`config.mk`:
```
export PLATFORM = sky130hd
export DESIGN_NAME = bounded_list_with_overflow_queue_top
export DESIGN_NICKNAME = d
export VERILOG_FILES = /design/src/rtl/bloq_pkg.sv /design/src/rtl/bloq_ram.sv /design/src/rtl/bounded_list_with_overflow_queue_top.sv
export SDC_FILE = /design/constraint.sdc
export NUM_CORES = 2
export LEC_CHECK = 0
export ABC_AREA = 0
export ABC_CLOCK_PERIOD_IN_PS = 7800
export CAP_MARGIN = 5
export CORE_MARGIN = 5
export CORE_UTILIZATION = 43
export DETAILED_ROUTE_END_ITERATION = 10
export DONT_BUFFER_PORTS = 1
export PLACE_DENSITY_LB_ADDON = 0.12
export SETUP_SLACK_MARGIN = 0.3
export SLEW_MARGIN = 20
export SYNTH_ARGS = -nofsm -noshare
export SYNTH_HDL_FRONTEND = slang
export SYNTH_SLANG_ARGS = --single-unit
```
`constraint.sdc`:
```
create_clock -name clk -period 7.8 [get_ports clk]
set_input_delay 1.17 -clock clk [delete_from_list [all_inputs] [get_ports clk]]
set_output_delay 1.17 -clock clk [all_outputs]
set_load 0.05 [all_outputs]
```
`src/rtl/bloq_pkg.sv`:
```
// ----------------------------------------------------------------------------
// bloq_pkg
// Shared types, codes and defaults for the bounded list with overflow queue.
// ----------------------------------------------------------------------------
package bloq_pkg;

	localparam int PLATE_W = 56;
	localparam int CNT_W   = 5;
	localparam int POS_W   = 4;

	localparam int LIST_DEPTH_DEF  = 16;
	localparam int QUEUE_DEPTH_DEF = 16;

	localparam logic [CNT_W-1:0] CAPACITY_RESET = 5'd16;

	// action codes
	localparam logic [1:0] ACT_ARRIVE = 2'd0;
	localparam logic [1:0] ACT_REMOVE = 2'd1;
	localparam logic [1:0] ACT_READ   = 2'd2;

	// status codes
	localparam logic [2:0] ST_ENTERED = 3'd0;
	localparam logic [2:0] ST_QUEUED  = 3'd1;
	localparam logic [2:0] ST_DROPPED = 3'd2;
	localparam logic [2:0] ST_REMOVED = 3'd3;
	localparam logic [2:0] ST_EMPTY   = 3'd4;
	localparam logic [2:0] ST_BADPOS  = 3'd5;
	localparam logic [2:0] ST_READ    = 3'd6;

	typedef struct packed {
		logic [1:0]         action;
		logic [PLATE_W-1:0] plate;
		logic [POS_W-1:0]   position;
	} in_t;

	typedef struct packed {
		logic [2:0]         status;
		logic [PLATE_W-1:0] plate_out;
		logic [CNT_W-1:0]   onboard_count;
		logic [CNT_W-1:0]   waiting_count;
	} out_t;

endpackage

```
`src/rtl/bloq_ram.sv`:
```
// ----------------------------------------------------------------------------
// bloq_ram
// Single-clock memory, one write port and one read port, registered read data.
// ----------------------------------------------------------------------------
module bloq_ram
	import bloq_pkg::*;
#(
	parameter int DEPTH = LIST_DEPTH_DEF,
	parameter int AW    = $clog2(DEPTH)
) (
	input  logic               clk,
	input  logic               we,
	input  logic [AW-1:0]      wr_addr,
	input  logic [PLATE_W-1:0] wr_data,
	input  logic               re,
	input  logic [AW-1:0]      rd_addr,
	output logic [PLATE_W-1:0] rd_data
);

	logic [PLATE_W-1:0] mem [DEPTH];

	always_ff @(posedge clk) begin
		if (we) begin
			mem[wr_addr] <= wr_data;
		end
	end

	always_ff @(posedge clk) begin
		if (re) begin
			rd_data <= mem[rd_addr];
		end
	end

endmodule

```
`src/rtl/bounded_list_with_overflow_queue_top.sv`:
```
// ----------------------------------------------------------------------------
// bounded_list_with_overflow_queue_top
// Ordered list of identifiers with an overflow FIFO, both held in memories.
// ----------------------------------------------------------------------------
// Arrive, empty-list and bad-position items give their result in the cycle
//   after acceptance; a read passes through S_RD; a removal passes through
//   S_REM_HEAD, S_SHIFT (once per entry behind the position), S_REFILL and,
//   when the queue head refills, S_REFILL_WR. One item at a time; the removal
//   shift through the list memory (one entry per cycle on its single write
//   port) sets the worst case. The receiver cannot stall a result.
// Reset: counts, pointers, control and capacity (16) clear at once; the
//   memories are not cleared and are read only where written.
module bounded_list_with_overflow_queue_top
	import bloq_pkg::*;
#(
	parameter int LIST_DEPTH  = LIST_DEPTH_DEF,
	parameter int QUEUE_DEPTH = QUEUE_DEPTH_DEF
) (
	input  logic             clk,
	input  logic             arst_n,
	input  logic             start,
	output logic             busy,
	input  in_t              command,
	output logic             done,
	output out_t             result,
	input  logic             cfg_valid,
	output logic             cfg_ready,
	input  logic [CNT_W-1:0] cfg_data
);

	localparam int LAW = $clog2(LIST_DEPTH);
	localparam int LCW = $clog2(LIST_DEPTH + 1);
	localparam int QAW = $clog2(QUEUE_DEPTH);
	localparam int QCW = $clog2(QUEUE_DEPTH + 1);

	// sequencer states
	localparam logic [2:0] S_IDLE      = 3'd0;
	localparam logic [2:0] S_RD        = 3'd1;
	localparam logic [2:0] S_REM_HEAD  = 3'd2;
	localparam logic [2:0] S_SHIFT     = 3'd3;
	localparam logic [2:0] S_REFILL    = 3'd4;
	localparam logic [2:0] S_REFILL_WR = 3'd5;

	logic [2:0]       state_q;
	logic [CNT_W-1:0] capacity_q;
	logic [LCW-1:0]   list_count_q;
	logic [QCW-1:0]   q_count_q;
	logic [QAW-1:0]   q_head_q;
	logic [QAW-1:0]   q_tail_q;
	logic [LAW-1:0]   idx_q;
	logic [PLATE_W-1:0] pout_q;
	logic             done_q;
	out_t             result_q;

	// list memory ports
	logic               l_we;
	logic [LAW-1:0]     l_wa;
	logic [PLATE_W-1:0] l_wd;
	logic               l_re;
	logic [LAW-1:0]     l_ra;
	logic [PLATE_W-1:0] l_rd;

	// queue memory ports
	logic               q_we;
	logic [PLATE_W-1:0] q_rd;

	logic [LCW-1:0] limit;
	logic           accept;
	logic           list_room;
	logic           q_full;
	logic           pos_ok;
	logic           shift_more;
	logic           refill_go;

	// Effective limit: capacity clipped to the list depth.
	assign limit = (32'(capacity_q) > LIST_DEPTH) ? LCW'(LIST_DEPTH) : LCW'(capacity_q);

	assign accept    = start && !busy;
	assign busy      = (state_q != S_IDLE);
	assign cfg_ready = !busy;
	assign done      = done_q;
	assign result    = result_q;

	assign list_room  = 32'(list_count_q) < 32'(limit);
	assign q_full     = 32'(q_count_q) == QUEUE_DEPTH;
	assign pos_ok     = 32'(command.position) < 32'(list_count_q);
	// Another entry lies beyond the one just read for the shift.
	assign shift_more = (32'(idx_q) + 2) < 32'(list_count_q);
	// In S_REFILL the decrement is not yet visible, so the new count is list_count_q - 1.
	assign refill_go  = (q_count_q != '0) && ((32'(list_count_q) - 1) < 32'(limit));

	// Memory port control: in the shift, each entry is read in the cycle before its write.
	always_comb begin
		l_we = 1'b0;
		l_wa = LAW'(list_count_q);
		l_wd = command.plate;
		l_re = 1'b0;
		l_ra = LAW'(command.position);
		q_we = 1'b0;
		unique case (state_q)
			S_IDLE: begin
				// arriving item goes straight to the list tail when there is room
				l_we = accept && (command.action == ACT_ARRIVE) && list_room;
				l_re = accept;
				q_we = accept && (command.action == ACT_ARRIVE) && !list_room && !q_full;
			end
			S_REM_HEAD: begin
				l_re = 1'b1;
				l_ra = LAW'(32'(idx_q) + 1);
			end
			S_SHIFT: begin
				// close the gap: entry idx+1 (read last cycle) moves to idx
				l_we = 1'b1;
				l_wa = idx_q;
				l_wd = l_rd;
				l_re = shift_more;
				l_ra = LAW'(32'(idx_q) + 2);
			end
			S_REFILL_WR: begin
				// queue head lands on the list tail
				l_we = 1'b1;
				l_wa = LAW'(list_count_q);
				l_wd = q_rd;
			end
			default: begin
			end
		endcase
	end

	bloq_ram #(
		.DEPTH(LIST_DEPTH)
	) u_list_ram (
		.clk     (clk),
		.we      (l_we),
		.wr_addr (l_wa),
		.wr_data (l_wd),
		.re      (l_re),
		.rd_addr (l_ra),
		.rd_data (l_rd)
	);

	bloq_ram #(
		.DEPTH(QUEUE_DEPTH)
	) u_queue_ram (
		.clk     (clk),
		.we      (q_we),
		.wr_addr (q_tail_q),
		.wr_data (command.plate),
		.re      (state_q == S_REFILL),
		.rd_addr (q_head_q),
		.rd_data (q_rd)
	);

	// Configuration: capacity only, written while idle.
	always_ff @(posedge clk or negedge arst_n) begin
		if (!arst_n) begin
			capacity_q <= CAPACITY_RESET;
		end else if (cfg_valid && cfg_ready) begin
			capacity_q <= cfg_data;
		end
	end

	// Sequencer, counts, pointers and result register.
	always_ff @(posedge clk or negedge arst_n) begin
		if (!arst_n) begin
			state_q      <= S_IDLE;
			list_count_q <= '0;
			q_count_q    <= '0;
			q_head_q     <= '0;
			q_tail_q     <= '0;
			done_q       <= 1'b0;
		end else begin
			done_q <= 1'b0;
			unique case (state_q)
				S_IDLE: begin
					if (accept) begin
						if (command.action == ACT_ARRIVE) begin
							done_q <= 1'b1;
							if (list_room) begin
								list_count_q <= list_count_q + 1'b1;
							end else if (!q_full) begin
								q_tail_q  <= (q_tail_q == QAW'(QUEUE_DEPTH - 1)) ?
									'0 : q_tail_q + 1'b1;
								q_count_q <= q_count_q + 1'b1;
							end
						end else if (list_count_q == '0) begin
							done_q <= 1'b1;
						end else if (command.action != ACT_READ &&
								command.action != ACT_REMOVE) begin
							done_q <= 1'b1;
						end else if (!pos_ok) begin
							done_q <= 1'b1;
						end else if (command.action == ACT_READ) begin
							state_q <= S_RD;
						end else begin
							state_q <= S_REM_HEAD;
						end
					end
				end
				S_RD: begin
					done_q  <= 1'b1;
					state_q <= S_IDLE;
				end
				S_REM_HEAD: begin
					// shift only when an entry follows the removed one
					state_q <= ((32'(idx_q) + 1) < 32'(list_count_q)) ? S_SHIFT : S_REFILL;
				end
				S_SHIFT: begin
					if (!shift_more) begin
						state_q <= S_REFILL;
					end
				end
				S_REFILL: begin
					list_count_q <= list_count_q - 1'b1;
					if (refill_go) begin
						state_q <= S_REFILL_WR;
					end else begin
						done_q  <= 1'b1;
						state_q <= S_IDLE;
					end
				end
				S_REFILL_WR: begin
					list_count_q <= list_count_q + 1'b1;
					q_head_q     <= (q_head_q == QAW'(QUEUE_DEPTH - 1)) ? '0 : q_head_q + 1'b1;
					q_count_q    <= q_count_q - 1'b1;
					done_q       <= 1'b1;
					state_q      <= S_IDLE;
				end
				default: begin
					state_q <= S_IDLE;
				end
			endcase
		end
	end

	// Payload registers: index, removed identifier, result fields.
	always_ff @(posedge clk) begin
		unique case (state_q)
			S_IDLE: begin
				idx_q <= LAW'(command.position);
				result_q.plate_out <= '0;
				result_q.onboard_count <= CNT_W'(list_count_q);
				result_q.waiting_count <= CNT_W'(q_count_q);
				if (command.action == ACT_ARRIVE) begin
					if (list_room) begin
						result_q.status        <= ST_ENTERED;
						result_q.onboard_count <= CNT_W'(32'(list_count_q) + 1);
					end else if (!q_full) begin
						result_q.status        <= ST_QUEUED;
						result_q.waiting_count <= CNT_W'(32'(q_count_q) + 1);
					end else begin
						result_q.status <= ST_DROPPED;
					end
				end else if (list_count_q == '0) begin
					result_q.status <= ST_EMPTY;
				end else begin
					result_q.status <= ST_BADPOS;
				end
			end
			S_RD: begin
				result_q.status    <= ST_READ;
				result_q.plate_out <= l_rd;
			end
			S_REM_HEAD: begin
				pout_q <= l_rd;
			end
			S_SHIFT: begin
				idx_q <= idx_q + 1'b1;
			end
			S_REFILL: begin
				result_q.status        <= ST_REMOVED;
				result_q.plate_out     <= pout_q;
				result_q.onboard_count <= CNT_W'(32'(list_count_q) - 1);
				result_q.waiting_count <= CNT_W'(q_count_q);
			end
			S_REFILL_WR: begin
				result_q.onboard_count <= CNT_W'(32'(list_count_q) + 1);
				result_q.waiting_count <= CNT_W'(32'(q_count_q) - 1);
			end
			default: begin
			end
		endcase
	end

	// An empty queue has its pointers together.
	a_queue_ptrs: assert property (@(posedge clk) disable iff (!arst_n)
		(q_count_q == '0) |-> (q_head_q == q_tail_q))
		else $error("queue empty but head and tail differ");

	// The list never holds more than its depth.
	a_list_bound: assert property (@(posedge clk) disable iff (!arst_n)
		32'(list_count_q) <= LIST_DEPTH)
		else $error("list count beyond depth");

	// An arrival answers in the next cycle and leaves the block idle.
	a_arrive_one: assert property (@(posedge clk) disable iff (!arst_n)
		(accept && command.action == ACT_ARRIVE) |=> (done && !busy))
		else $error("arrival did not answer in one cycle");

	// A removal finishes through the refill decision, never straight from a shift.
	a_remove_path: assert property (@(posedge clk) disable iff (!arst_n)
		(done && result.status == ST_REMOVED) |->
		($past(state_q) == S_REFILL || $past(state_q) == S_REFILL_WR))
		else $error("removal result from wrong state");

	// An item that entered the list leaves it nonempty.
	a_entered_count: assert property (@(posedge clk) disable iff (!arst_n)
		(done && result.status == ST_ENTERED) |-> (result.onboard_count != '0))
		else $error("entered item but list empty");

endmodule

```
==> impl_summary.md <==
Timing
The total count of max-transition violations in the final report is 0. Clock skew on the completed layout was measured at 0.04206 ns. The slew of the pin with the lowest slew margin is 1.148 ns. Headroom to the max-slew limit came out at 0.2349. The sum of negative setup slack is 0 ns. Static timing analysis puts the maximum clock frequency at 207.7 MHz. Setup violations remaining at the end of the flow were counted as 0. The final hold slack is 0.1438 ns.

The final-report hold violation count is 0. After layout, the minimum clock period comes to 4.815 ns. The worst setup margin is 2.985 ns.

The final clock period utilization by the worst path is 0.6173. Setup repair after global routing left no endpoint under its margin.

Synth
Yosys mapped a number of flops with a built-in enable equal to 2033. Each instance of the synthesized netlist takes up on average 18.01 um2. The synthesized design spends more area on one cell type than any other, namely edfxtp_1.

The synthesized design contains 2060 register bits. Of the post-synthesis cell area, the dominant cell type holds 0.7299. The warning count from the yosys run is 0. By area the synthesized netlist is led by edfxtp_1 (73%), mux4_2 (7.5%), mux2i_1 (4.7%), o211ai_1 (1.1%), clkbuf_1 (1.0%). The post-synthesis net count is 4749.

edfxtp_1 is the most common cell in the netlist. The synthesized netlist occupies a cell area of 0.08364 mm2. The share of the Yosys chip area taken by registers is 0.7380. The predominant post-synthesis flop cell is edfxtp_1. The synthesized netlist contains 61 unique library cells. The post-synthesis async set-or-reset flop share is 0.01311. The cell count after synthesis is 4645. The commonest cells after synthesis are edfxtp_1 (2033), mux2i_1 (395), mux4_2 (280).

Power and ir drop
The design draws 32.16 mW. Of the total power, the share spent switching nets is 0.3297. The share of total power dissipated in the clock network is 0.301. The internal portion of the total power is 21.56 mW. Dividing total power by cell area gives a power density of 345.2 mW/mm2. The switching component of the power is 10.60 mW. For this design the static power due to leakage is 30.15 nW.

Of the total power, combinational logic draws 0.232. VDD sags by at most 298.5 uV. The relative contribution of sequential cells to total power is 0.467.

Place
Port buffering added 0 buffers. Detailed placement ended at an HPWL of 124.4 mm. At the end of routability-driven placement, the weighted congestion stood at 0.7693. The post-place instance area is 0.08651 mm2.

The number of placed instances, taps included is 6910. Before CTS, the worst setup slack after placement is 2.822 ns.

Setup path
The worst register-to-register path has a depth of 8. For the worst setup path, the data required time is 8.26 ns. The nature of the critical path endpoint is a register. The worst setup path is launched from a register. The category of the critical setup timing path is reg2reg. Data arrives at the worst endpoint at 5.27 ns.

The highest net fanout along the worst path is 33.

Finish
After filler insertion, the fill cell instance count of the layout stands at 15980. The area growth from synthesis to layout is 11.36%. The final standard cell utilization of the core is 0.4827.

The final layout contains 4703 nets. Of the cells placed in the final design, the portion with a size suffix greater than 1 is 0.1505. The finished cells cover 0.09315 mm2. Excluding fillers, the count of instances in the completed layout stands at 7304.

Global route
The residual overflow from global routing is 0. The maximum number of pins on one net before global-route repair is 228. The number of global-route vias before repair came to 43190. The initial antenna violation count is 5. The first global-routing pass estimated 315.8 mm of wire.

The overall global routing resource usage is 0.2109.

Hold path
The classification of the worst-slack hold path is in2async.

CTS
The clock-pin transition on the worst setup and hold timing paths is 0.07 ns. The H-tree was split into 4 levels. Buffers added to address setup during post-CTS repair amount to 0. The CTS sink count is 2060. The number of buffers inserted during clock tree synthesis is 211. The later-pin clock latency in the skew report is 0.84 ns. The clock tree from TritonCTS is done. The root buffer selected by CTS is clkbuf_16. The buffer depth of the longest clock path is 3.

Flow run
Across the run, the number of max-cap violations was 0.

Routing
After detailed routing, the number of remaining DRC violations is 0. In this run, the number of DRC markers left after iteration 0 of detailed routing was 4188. The post-detailed-route count of antenna-violating nets is 0. Dividing the detail-routed wire length by the instance count gives 29.97 um.

Summing over every cut layer, the via total after detailed routing is 43700. The overall routed net length is 218.9 mm. Before antenna repair, the detailed router went through 6 iterations. The average vias per placed instance is 5.983.

Die
The die area is 0.2034 mm2. The initial core utilization is 0.4334. The region available for standard cell placement spans 0.1930 mm2. The count of pins on the block boundary is 143.

The site row count is 161. The floorplan step set the die width to 451.0 um. The floorplan step set the die height to 451.0 um.

Status
The run finished with clean final reports.
[final timing paths]
check	startpoint	end	slack [ns]
worst max-delay path	state_q[0]	u_list_ram.mem[12][50]	2.98
worst min-delay path	arst_n	q_tail_q[1]	0.14
min in group clk	command[46]	u_queue_ram.mem[6][42]	0.42
worst min register to register	capacity_q[3]	capacity_q[3]	0.52
worst max register to register	state_q[0]	u_list_ram.mem[12][50]	2.98
max in group asynchronous	arst_n	list_count_q[1]	7.44
[power groups by stage]
stage / clock [mW] / combinational (mW) / sequential (mW)
2_1_floorplan: 0 / 5.26 / 14.6
3_3_place_gp: 0 / 7.43 / 15.3
3_5_place_dp: 0 / 7.50 / 15.3
4_1_cts: 9.90 / 7.51 / 15.1
5_1_grt: 10.3 / 7.95 / 15.1
6_report: 9.68 / 7.45 / 15.0
[layout by cell type, fill, tap and decap left out, drive strengths merged, types with 57 or more instances in the layout]
master / Yosys / layout
nor2b: 119 / 119
mux4: 280 / 280
nand3: 128 / 128
a211oi: 114 / 114
mux2i: 395 / 395
a22oi: 57 / 57
edfxtp: 2033 / 2033
nand2: 152 / 152
clkbuf: 232 / 261
buf: 112 / 85
o21a: 114 / 114
o211ai: 117 / 117
and2: 127 / 127
clkinv: 0 / 106
nand4: 113 / 113
o32ai: 58 / 58
o21ai: 136 / 136
[cell type report]
cell class | count | area [um2] | share of cell area
multi-input combinational | 2220 | 20800 | 0.2233
inverter | 21 | 83.83 | 0.0009000
antenna | 2 | 5.005 | 0.00005373
tap | 2526 | 3161 | 0.03393
timing repair buffer | 85 | 763.2 | 0.008194
clock buffer | 261 | 5519 | 0.05925
clock inverter | 129 | 1075 | 0.01154
sequential | 2060 | 61740 | 0.6628
[worst max-delay path, cell delays in order (launching register included)]
cell and delay (ns):
dfrtp_1 0.64, or3_1 0.76, inv_2 0.38, and3_1 0.26, o211ai_1 0.23, nand2_1 0.24
nand2_1 0.27, nor2_4 0.87, buf_4 0.68
[kinds of logic after synthesis]
logic type	share of synthesized area
fa+ha+maj	0.004936
simple gates	0.04634
xor+xnor	0.002408
flops	0.7380
compound gates	0.06749
mux	0.1232
buf+inv	0.01767
[sequential cells by signal (all words and copies together), names as in the netlist]
name / count
u_list_ram.mem: 896
u_queue_ram.mem: 896
result: 69
pout_q: 56
u_list_ram.rd_data: 56
u_queue_ram.rd_data: 56
capacity_q: 5
list_count_q: 5
q_count_q: 5
idx_q: 4
q_head_q: 4
q_tail_q: 4
state_q: 3
done: 1
[repair_timing]
action | in CTS | in global routing
hold buffers | 1 | 0
endpoints found under the hold margin | 26 | 0
resized for setup | 0 | 0
endpoints found under the setup margin | 0 | 0
[layer usage]
metal	GRT usage	up-vias	share of wire
met2	0.3417	1307	0.48
met4	0.04732	0	0.019
met1	0.3058	23270	0.45
met3	0.03018	249	0.054
li1	-	18880	-
met5	0	-	0
No activity file was read; power rests on OpenSTA's default activity.
